===== src/sv/assert_macros.svh =====
// Assertion helpers, clocked on clk_i and disabled during reset.
`ifndef ASSERT_MACROS_SVH
`define ASSERT_MACROS_SVH

`ifndef NO_ASSERTIONS

`define QPRQ_ASSERT(lbl, prop) \
  lbl: assert property (@(posedge clk_i) disable iff (!rst_ni) prop) \
    else $error("assertion failed");

`define QPRQ_ASSERT_NEVER(lbl, cond) \
  lbl: assert property (@(posedge clk_i) disable iff (!rst_ni) !(cond)) \
    else $error("forbidden condition seen");

`else

`define QPRQ_ASSERT(lbl, prop)

`define QPRQ_ASSERT_NEVER(lbl, cond)

`endif

`endif


===== src/sv/qprq_pkg.sv =====
package qprq_pkg;

  localparam int DataW = 32;
  localparam int ProdW = 2 * DataW;
  localparam int AccW  = ProdW + 2;
  localparam int StepW = 4;
  localparam int CfgIdxW = 3;

  localparam logic [StepW-1:0] STEP_IDLE  = 4'd0;
  localparam logic [StepW-1:0] STEP_FIRST = 4'd1;
  localparam logic [StepW-1:0] STEP_LAST  = 4'd13;

  localparam logic [CfgIdxW-1:0] CFG_B0 = 3'd0;
  localparam logic [CfgIdxW-1:0] CFG_A1 = 3'd1;
  localparam logic [CfgIdxW-1:0] CFG_A2 = 3'd2;
  localparam logic [CfgIdxW-1:0] CFG_KP = 3'd3;
  localparam logic [CfgIdxW-1:0] CFG_KR = 3'd4;
  localparam logic [CfgIdxW-1:0] CFG_G  = 3'd5;

  localparam logic signed [DataW-1:0] KP_RESET = 32'sd5033165;
  localparam logic signed [DataW-1:0] KR_RESET = 32'sd335544320;

  typedef enum logic [2:0] {
    MA_B0, MA_A1, MA_A2, MA_KP, MA_KR, MA_U, MA_U1
  } mul_a_e;

  typedef enum logic [2:0] {
    MB_E, MB_E2, MB_Y1, MB_Y2, MB_Y, MB_G
  } mul_b_e;

  typedef enum logic [2:0] {
    ACC_HOLD, ACC_LOAD, ACC_ADD, ACC_SUB, ACC_LOADQ
  } acc_op_e;

  typedef enum logic [1:0] {
    WR_NONE, WR_Y, WR_U, WR_Q
  } wr_e;

  typedef enum logic [1:0] {
    JMP_NEXT, JMP_WAIT_IN, JMP_WAIT_OUT
  } jmp_e;

  typedef struct packed {
    logic    mul_en;
    acc_op_e acc;
    logic    sh24;
  } mac_ctrl_t;

  typedef struct packed {
    mul_a_e    ma;
    mul_b_e    mb;
    mac_ctrl_t mac;
    wr_e       wr;
    jmp_e      jmp;
  } ucode_t;

  function automatic ucode_t uc(input mul_a_e ma, input mul_b_e mb, input logic mul_en,
                                input acc_op_e acc, input logic sh24, input wr_e wr,
                                input jmp_e jmp);
    ucode_t w;
    w.ma         = ma;
    w.mb         = mb;
    w.mac.mul_en = mul_en;
    w.mac.acc    = acc;
    w.mac.sh24   = sh24;
    w.wr         = wr;
    w.jmp        = jmp;
    return w;
  endfunction

  // y: b0*e - b0*e2 - a1*y1 - a2*y2 (Q2.30)
  // u: kp*e + kr*y (Q8.24)
  // q: q1<<30 + u*g + u1*g (Q2.30)
  function automatic ucode_t ucode(input logic [StepW-1:0] s);
    ucode_t w;
    case (s)
      4'd0:    w = uc(MA_B0, MB_E,  1'b0, ACC_HOLD,  1'b0, WR_NONE, JMP_WAIT_IN);
      4'd1:    w = uc(MA_B0, MB_E,  1'b1, ACC_HOLD,  1'b0, WR_NONE, JMP_NEXT);
      4'd2:    w = uc(MA_B0, MB_E2, 1'b1, ACC_LOAD,  1'b0, WR_NONE, JMP_NEXT);
      4'd3:    w = uc(MA_A1, MB_Y1, 1'b1, ACC_SUB,   1'b0, WR_NONE, JMP_NEXT);
      4'd4:    w = uc(MA_A2, MB_Y2, 1'b1, ACC_SUB,   1'b0, WR_NONE, JMP_NEXT);
      4'd5:    w = uc(MA_A2, MB_Y2, 1'b0, ACC_SUB,   1'b0, WR_NONE, JMP_NEXT);
      4'd6:    w = uc(MA_KP, MB_E,  1'b1, ACC_HOLD,  1'b0, WR_Y,    JMP_NEXT);
      4'd7:    w = uc(MA_KR, MB_Y,  1'b1, ACC_LOAD,  1'b1, WR_NONE, JMP_NEXT);
      4'd8:    w = uc(MA_KR, MB_Y,  1'b0, ACC_ADD,   1'b1, WR_NONE, JMP_NEXT);
      4'd9:    w = uc(MA_KR, MB_Y,  1'b0, ACC_HOLD,  1'b1, WR_U,    JMP_NEXT);
      4'd10:   w = uc(MA_U,  MB_G,  1'b1, ACC_LOADQ, 1'b0, WR_NONE, JMP_NEXT);
      4'd11:   w = uc(MA_U1, MB_G,  1'b1, ACC_ADD,   1'b0, WR_NONE, JMP_NEXT);
      4'd12:   w = uc(MA_U1, MB_G,  1'b0, ACC_ADD,   1'b0, WR_NONE, JMP_NEXT);
      4'd13:   w = uc(MA_U1, MB_G,  1'b0, ACC_HOLD,  1'b0, WR_Q,    JMP_WAIT_OUT);
      default: w = uc(MA_B0, MB_E,  1'b0, ACC_HOLD,  1'b0, WR_NONE, JMP_WAIT_OUT);
    endcase
    return w;
  endfunction

endpackage


===== src/sv/qprq_mac.sv =====
module qprq_mac (
  input  logic                              clk_i,
  input  logic                              rst_ni,
  input  qprq_pkg::mac_ctrl_t               ctrl_i,
  input  logic signed [qprq_pkg::DataW-1:0] op_a_i,
  input  logic signed [qprq_pkg::DataW-1:0] op_b_i,
  input  logic signed [qprq_pkg::DataW-1:0] quad_prev_i,
  output logic signed [qprq_pkg::DataW-1:0] res_o
);
  import qprq_pkg::*;

  localparam int ShW = AccW - 24;

  logic signed [ProdW-1:0] prod_d, prod_q;
  logic signed [AccW-1:0]  acc_d, acc_q;
  logic signed [AccW-1:0]  prod_ext, half, qterm;
  logic signed [ShW-1:0]   shifted;

  assign prod_d = op_a_i * op_b_i;

  always_ff @(posedge clk_i or negedge rst_ni) begin
    if (!rst_ni) begin
      prod_q <= '0;
      acc_q  <= '0;
    end else begin
      if (ctrl_i.mul_en) begin
        prod_q <= prod_d;
      end
      acc_q <= acc_d;
    end
  end

  always_comb begin
    prod_ext = {{(AccW-ProdW){prod_q[ProdW-1]}}, prod_q};
    half     = ctrl_i.sh24 ? (AccW'(1) <<< 23) : (AccW'(1) <<< 29);
    qterm    = {{(AccW-DataW-30){quad_prev_i[DataW-1]}}, quad_prev_i, 30'd0};
    case (ctrl_i.acc)
      ACC_LOAD:  acc_d = prod_ext + half;
      ACC_ADD:   acc_d = acc_q + prod_ext;
      ACC_SUB:   acc_d = acc_q - prod_ext;
      ACC_LOADQ: acc_d = qterm + half;
      default:   acc_d = acc_q;
    endcase
  end

  // rounding half was added at load, so the floor shift rounds half up
  always_comb begin
    if (ctrl_i.sh24) begin
      shifted = acc_q[AccW-1:24];
    end else begin
      shifted = {{6{acc_q[AccW-1]}}, acc_q[AccW-1:30]};
    end
    if (shifted > ShW'(64'sd2147483647)) begin
      res_o = 32'sh7fffffff;
    end else if (shifted < -ShW'(64'sd2147483648)) begin
      res_o = 32'sh80000000;
    end else begin
      res_o = shifted[DataW-1:0];
    end
  end

endmodule


===== src/sv/quasi_pr_controller_with_quadrature.sv =====
// Quasi-PR controller with quadrature output. Each error item yields one result
// item (drive u, quadrature q). A 14-step microcode program runs one shared
// signed 32x32 multiplier and a 66-bit accumulator: one idle step waits for an
// item, then 13 steps compute y, u and q. A new item is accepted only in the idle
// step, after the final step is left. The final step holds while the output
// register still carries an untaken result.
`include "assert_macros.svh"

module quasi_pr_controller_with_quadrature (
  input  logic                                clk_i,
  input  logic                                rst_ni,
  input  logic                                cfg_valid_i,
  output logic                                cfg_ready_o,
  input  logic [qprq_pkg::CfgIdxW-1:0]        cfg_index_i,
  input  logic [qprq_pkg::DataW-1:0]          cfg_data_i,
  input  logic                                in_valid_i,
  output logic                                in_stall_o,
  input  logic signed [qprq_pkg::DataW-1:0]   error_in_i,
  output logic                                out_valid_o,
  input  logic                                out_stall_i,
  output logic signed [qprq_pkg::DataW-1:0]   drive_out_o,
  output logic signed [qprq_pkg::DataW-1:0]   quadrature_out_o
);
  import qprq_pkg::*;

  logic signed [DataW-1:0] b0_q, a1_q, a2_q, kp_q, kr_q, g_q;
  logic signed [DataW-1:0] e_q, e1_q, e2_q, y1_q, y2_q, u1_q, q1_q;
  logic signed [DataW-1:0] y_q, u_q;
  logic signed [DataW-1:0] out_drive_q, out_quad_q;
  logic                    out_valid_q;
  logic [StepW-1:0]        step_d, step_q;

  ucode_t                  cur;
  logic                    in_acc, out_free, adv_last;
  logic signed [DataW-1:0] op_a, op_b, res;

  assign cur         = ucode(step_q);
  assign cfg_ready_o = 1'b1;
  assign in_stall_o  = (cur.jmp != JMP_WAIT_IN);
  assign in_acc      = in_valid_i && !in_stall_o;
  assign out_free    = !out_valid_q || !out_stall_i;
  assign adv_last    = (cur.jmp == JMP_WAIT_OUT) && out_free;

  assign out_valid_o      = out_valid_q;
  assign drive_out_o      = out_drive_q;
  assign quadrature_out_o = out_quad_q;

  always_comb begin
    case (cur.jmp)
      JMP_WAIT_IN:  step_d = in_acc ? step_q + 4'd1 : step_q;
      JMP_WAIT_OUT: step_d = out_free ? STEP_IDLE : step_q;
      default:      step_d = step_q + 4'd1;
    endcase
  end

  always_ff @(posedge clk_i or negedge rst_ni) begin
    if (!rst_ni) begin
      step_q <= STEP_IDLE;
    end else begin
      step_q <= step_d;
    end
  end

  always_ff @(posedge clk_i or negedge rst_ni) begin
    if (!rst_ni) begin
      b0_q <= '0;
      a1_q <= '0;
      a2_q <= '0;
      kp_q <= KP_RESET;
      kr_q <= KR_RESET;
      g_q  <= '0;
    end else if (cfg_valid_i && cfg_ready_o) begin
      case (cfg_index_i)
        CFG_B0:  b0_q <= cfg_data_i;
        CFG_A1:  a1_q <= cfg_data_i;
        CFG_A2:  a2_q <= cfg_data_i;
        CFG_KP:  kp_q <= cfg_data_i;
        CFG_KR:  kr_q <= cfg_data_i;
        CFG_G:   g_q  <= cfg_data_i;
        default: ;
      endcase
    end
  end

  always_comb begin
    case (cur.ma)
      MA_B0:   op_a = b0_q;
      MA_A1:   op_a = a1_q;
      MA_A2:   op_a = a2_q;
      MA_KP:   op_a = kp_q;
      MA_KR:   op_a = kr_q;
      MA_U:    op_a = u_q;
      MA_U1:   op_a = u1_q;
      default: op_a = '0;
    endcase
    case (cur.mb)
      MB_E:    op_b = e_q;
      MB_E2:   op_b = e2_q;
      MB_Y1:   op_b = y1_q;
      MB_Y2:   op_b = y2_q;
      MB_Y:    op_b = y_q;
      MB_G:    op_b = g_q;
      default: op_b = '0;
    endcase
  end

  qprq_mac u_mac (
    .clk_i       (clk_i),
    .rst_ni      (rst_ni),
    .ctrl_i      (cur.mac),
    .op_a_i      (op_a),
    .op_b_i      (op_b),
    .quad_prev_i (q1_q),
    .res_o       (res)
  );

  always_ff @(posedge clk_i) begin
    if (in_acc) begin
      e_q <= error_in_i;
    end
    if (cur.wr == WR_Y) begin
      y_q <= res;
    end
    if (cur.wr == WR_U) begin
      u_q <= res;
    end
    if (adv_last) begin
      out_drive_q <= u_q;
      out_quad_q  <= res;
    end
  end

  always_ff @(posedge clk_i or negedge rst_ni) begin
    if (!rst_ni) begin
      e1_q        <= '0;
      e2_q        <= '0;
      y1_q        <= '0;
      y2_q        <= '0;
      u1_q        <= '0;
      q1_q        <= '0;
      out_valid_q <= 1'b0;
    end else begin
      if (adv_last) begin
        e2_q        <= e1_q;
        e1_q        <= e_q;
        y2_q        <= y1_q;
        y1_q        <= y_q;
        u1_q        <= u_q;
        q1_q        <= res;
        out_valid_q <= 1'b1;
      end else if (out_valid_q && !out_stall_i) begin
        out_valid_q <= 1'b0;
      end
    end
  end

  `QPRQ_ASSERT_NEVER(a_step_range, step_q > STEP_LAST)
  `QPRQ_ASSERT(a_out_from_last, $rose(out_valid_o) |-> $past(step_q) == STEP_LAST)
  `QPRQ_ASSERT(a_accept_starts, (in_valid_i && !in_stall_o) |=> step_q == STEP_FIRST)

endmodule

===== config.mk =====
export PLATFORM = sky130hd
export DESIGN_NAME = quasi_pr_controller_with_quadrature
export DESIGN_NICKNAME = d
export VERILOG_FILES = /design/src/sv/qprq_pkg.sv /design/src/sv/qprq_mac.sv /design/src/sv/quasi_pr_controller_with_quadrature.sv
export VERILOG_INCLUDE_DIRS = /design/src /design/src/sv
export SDC_FILE = /design/constraint.sdc
export NUM_CORES = 2
export LEC_CHECK = 0
export ABC_AREA = 1
export BUFFER_PORTS_ARGS = -buffer_cell sky130_fd_sc_hd__buf_2
export CAP_MARGIN = 20
export CORE_ASPECT_RATIO = 0.8
export CORE_MARGIN = 4
export CORE_UTILIZATION = 45
export DETAILED_ROUTE_END_ITERATION = 16
export PLACE_DENSITY = 0.67
export SKIP_CTS_REPAIR_TIMING = 1
export SLEW_MARGIN = 20
export SYNTH_ARGS = -nofsm -noshare
export SYNTH_HDL_FRONTEND = slang
export SYNTH_HIERARCHICAL = 1
export SYNTH_SLANG_ARGS = --single-unit

===== constraint.sdc =====
create_clock -name clk_i -period 10.72 [get_ports clk_i]
set_input_delay 0.536 -clock clk_i [delete_from_list [all_inputs] [get_ports clk_i]]
set_output_delay 0.536 -clock clk_i [all_outputs]
set_load 0.005 [all_outputs]

==> flow_results.org <==
** Die
- The floorplan step defined a die boundary enclosing 176000 um^2.
- For this configuration, the core starts out at a cell density of 0.455.
- Core box area :: 168000 um^2
- Top-Level Pins :: 139
- Floorplan die width :: 469 um
- Chip height :: 377 um
- Rows :: 134

** Status
- The run finished with clean final reports.

** Critical path
- Startpoint type of the worst setup path :: flip-flop
- STA classifies the critical path endpoint as a flip-flop.
- In this run the worst path has a maximum fanout of 33.
- Worst-path cell with the longest stage delay :: nand2_1
- For the worst setup path, the data required time is 11.28 ns.
- Cell repeated most along the worst path :: fa_1
- The critical path is of the reg -> reg type.
- Measured in cells, the most critical reg-to-reg path has a length of 35.
- For this run, the slowest stage of the critical path takes 0.84 ns.
- Data arrives at the worst endpoint at 10.84 ns.
- In this run the register-to-register setup slack is 0.44 ns.

** Global routing
- Total congestion overflow :: 0
- The number of antenna violations at the first check in global routing came to 8.
- The first global-routing pass estimated 412000 um of wire.
- Maximum number of pins on one net before global-route repair :: 131
- Overall global routing resource usage :: 0.307
- The number of global-route vias before repair came to 65817.

** Route
- Number of antenna-violating nets in the routed design :: 0
- DR WL/cell :: 22.1 um
- The first detailed-routing pass took 6 iterations.
- Routed wire length :: 270000 um
- DRC violations left :: 0
- Detailed Route Iter0 Violations :: 7850
- Detail-routed via count per cell :: 5.45
- Vias :: 66601

** Yosys
- After synthesis, the cell types taking the most area are fa_1 28%, dfrtp_1 17%, nand2_1 13%.
- In this run, synthesis inferred 160 flip-flops with an integrated enable.
- Synthesized area per cell :: 7.70 um^2
- Post-synth top flop :: dfrtp_1
- Share of synthesized flip-flops with an asynchronous set or reset :: 0.764
- Number of distinct library cells after synthesis :: 61
- Number of cells produced by synthesis :: 9925
- The synthesized design spends more area on one cell type than any other, namely fa_1.
- The Yosys step of the flow raised 6 warnings.
- Of the synthesized area, sequential elements account for 0.233.
- In the post-synthesis netlist, the cell with the most instances is nand2_1.
- The share of synthesized area in the top cell type comes to 0.284.
- Post-synthesis instance area :: 76400 um^2
- The commonest cells after synthesis are 2728 x nand2_1, 2087 x inv_1, 1083 x fa_1, 744 x nor2_1, 505 x dfrtp_1.
- Total of flip-flops plus latches after synthesis :: 679
- Mapped Nets :: 11345

** Clock tree
- TritonCTS built the clock tree.
- Clock buffer depth :: 3
- Number of sinks on the clock net :: 679
- Worst-skew pair later-pin latency :: 0.67 ns
- CTS Root Buffer Type :: clkbuf_16
- Clock tree synthesis inserted a total of 72 buffers.
- Clock-pin slew on the worst setup and hold paths :: 0.06 ns
- The H-tree was split into 3 levels.

** Hold path
- In this run the worst hold path is classified as in -> reg.
- Counting instances, the worst hold path has a depth of 1.

** Timing
- Hold Fails Final Rpt :: 0
- Subtracting the final worst setup slack from the clock period gives 10.28 ns.
- At the pin with the least slew margin, the transition time is 1.21 ns.
- Portion of the clock cycle consumed by the worst path in the final layout :: 0.959
- RSZ-0062 raised after global routing :: no
- Worst-case clock skew :: 0.0437 ns
- Final Max Slew Viols :: 0
- Tightest slew margin relative to the limit :: 0.187
- Derived from the worst setup path, the maximum achievable clock frequency is 97.3 MHz.
- Setup-failing EPs final :: 0
- Setup total negative slack :: 0 ns

** Final layout
- Largest registers :: u_mac/acc_q: 66 flops, u_mac/prod_q: 64 flops
- In the final layout, the share of cells above drive strength 1 is 0.0599.
- Flip-flop count of the largest register after layout :: 66
- The area growth from synthesis to layout is 8.29%.
- u_mac/acc_q holds more flip-flops than any other register.
- Number of nets at the end of the flow :: 11335

** Placement
- Port buffer count :: 137
- Routability-driven placement finished with a final weighted congestion of 1.02.
- After legalization and detailed placement, the total HPWL measured 217000 um.

** Job
- Max-cap check violation count :: 0
[per-layer routing]
metal  track usage  vias to the layer above  share of wire
li1              -                    29880              -
met1         0.466                    33086           0.44
met2         0.451                     3252           0.43
met3        0.0566                      377           0.10
met4        0.0800                        6          0.032
met5             0                        -        0.00011
[path summary, 6_finish.rpt]
path	start	to
worst max-delay path	step_q[1]	u_mac/prod_q[62]
worst min-delay path	error_in_i[2]	e_q[2]
worst max register to register	step_q[1]	u_mac/prod_q[62]
worst min register to register	e1_q[9]	e1_q[9]
max in group asynchronous	rst_ni	e1_q[0]
min in group asynchronous	rst_ni	a1_q[9]
[final cells by class]
class / count / area [um^2]
tap: 2244 / 2810
fill: 16333 / 85100
antenna: 2 / 5.00
clock inverter: 39 / 500
clock buffer: 93 / 2010
timing repair buffer: 351 / 2660
inverter: 2099 / 7890
sequential: 679 / 17800
multi-input combinational: 6712 / 49000
[cell families (layout without fill, tap and decap cells)]
logic type / after synthesis / in the layout / share of synthesized area
AO/OA/AOI/OAI: 988 / 988 / 0.0689
XOR/XNOR: 113 / 113 / 0.0130
adder cells (fa/ha/maj): 1348 / 1348 / 0.327
buffers and inverters: 2534 / 2582 / 0.127
flip-flops: 679 / 679 / 0.233
multiplexers: 27 / 27 / 0.00354
other: 1 / 3 / 0.0000491
AND/OR/NAND/NOR: 4235 / 4235 / 0.227
[metrics by stage]
step           setup WS, ns   util  hold WS, ns  area, um^2  cells
2_1_floorplan          1.82      -        0.240       76400   9925
3_3_place_gp          0.677  0.477        0.453       80100  12081
3_5_place_dp          0.650  0.478        0.459       80200  12083
4_1_cts               0.619  0.493       -0.157       82700  12215
5_1_grt              0.0918  0.493       0.0233       82700  12217
6_report              0.442  0.493       0.0414       82700  12219
[cells in the final DEF, fill, tap and decap left out, drive strengths merged, types with 4 or more instances in the layout]
cell type,instances
a21boi,7
a21o,12
a21oi,292
a22oi,5
a31oi,41
and3,4
buf,350
bufinv,6
clkbuf,93
clkinv,27
clkinvlp,6
dfrtp,505
dfstp,14
edfxtp,160
fa,1083
ha,265
inv,2099
mux2i,27
nand2,2740
nand3,402
nand3b,17
nand4,199
nor2,759
nor3,67
nor4,14
o211ai,5
o21a,6
o21ai,575
o21bai,33
o31ai,4
or2,31
xnor2,31
xor2,82
[critical path, delay by kind of cell (launching register included)]
| family | cells | cell delay (ns) |
|---|---|---|
| adders and majority gates | 11 | 4.75 |
| AOI/OAI and AO/OA | 3 | 0.85 |
| buffers and inverters | 7 | 1.27 |
| DFF | 1 | 0.57 |
| and+or+nand+nor | 14 | 2.74 |
Power is left out: the tool's default activity adds up to more than one toggle a clock period on the data nets, which glitch-free logic cannot reach.
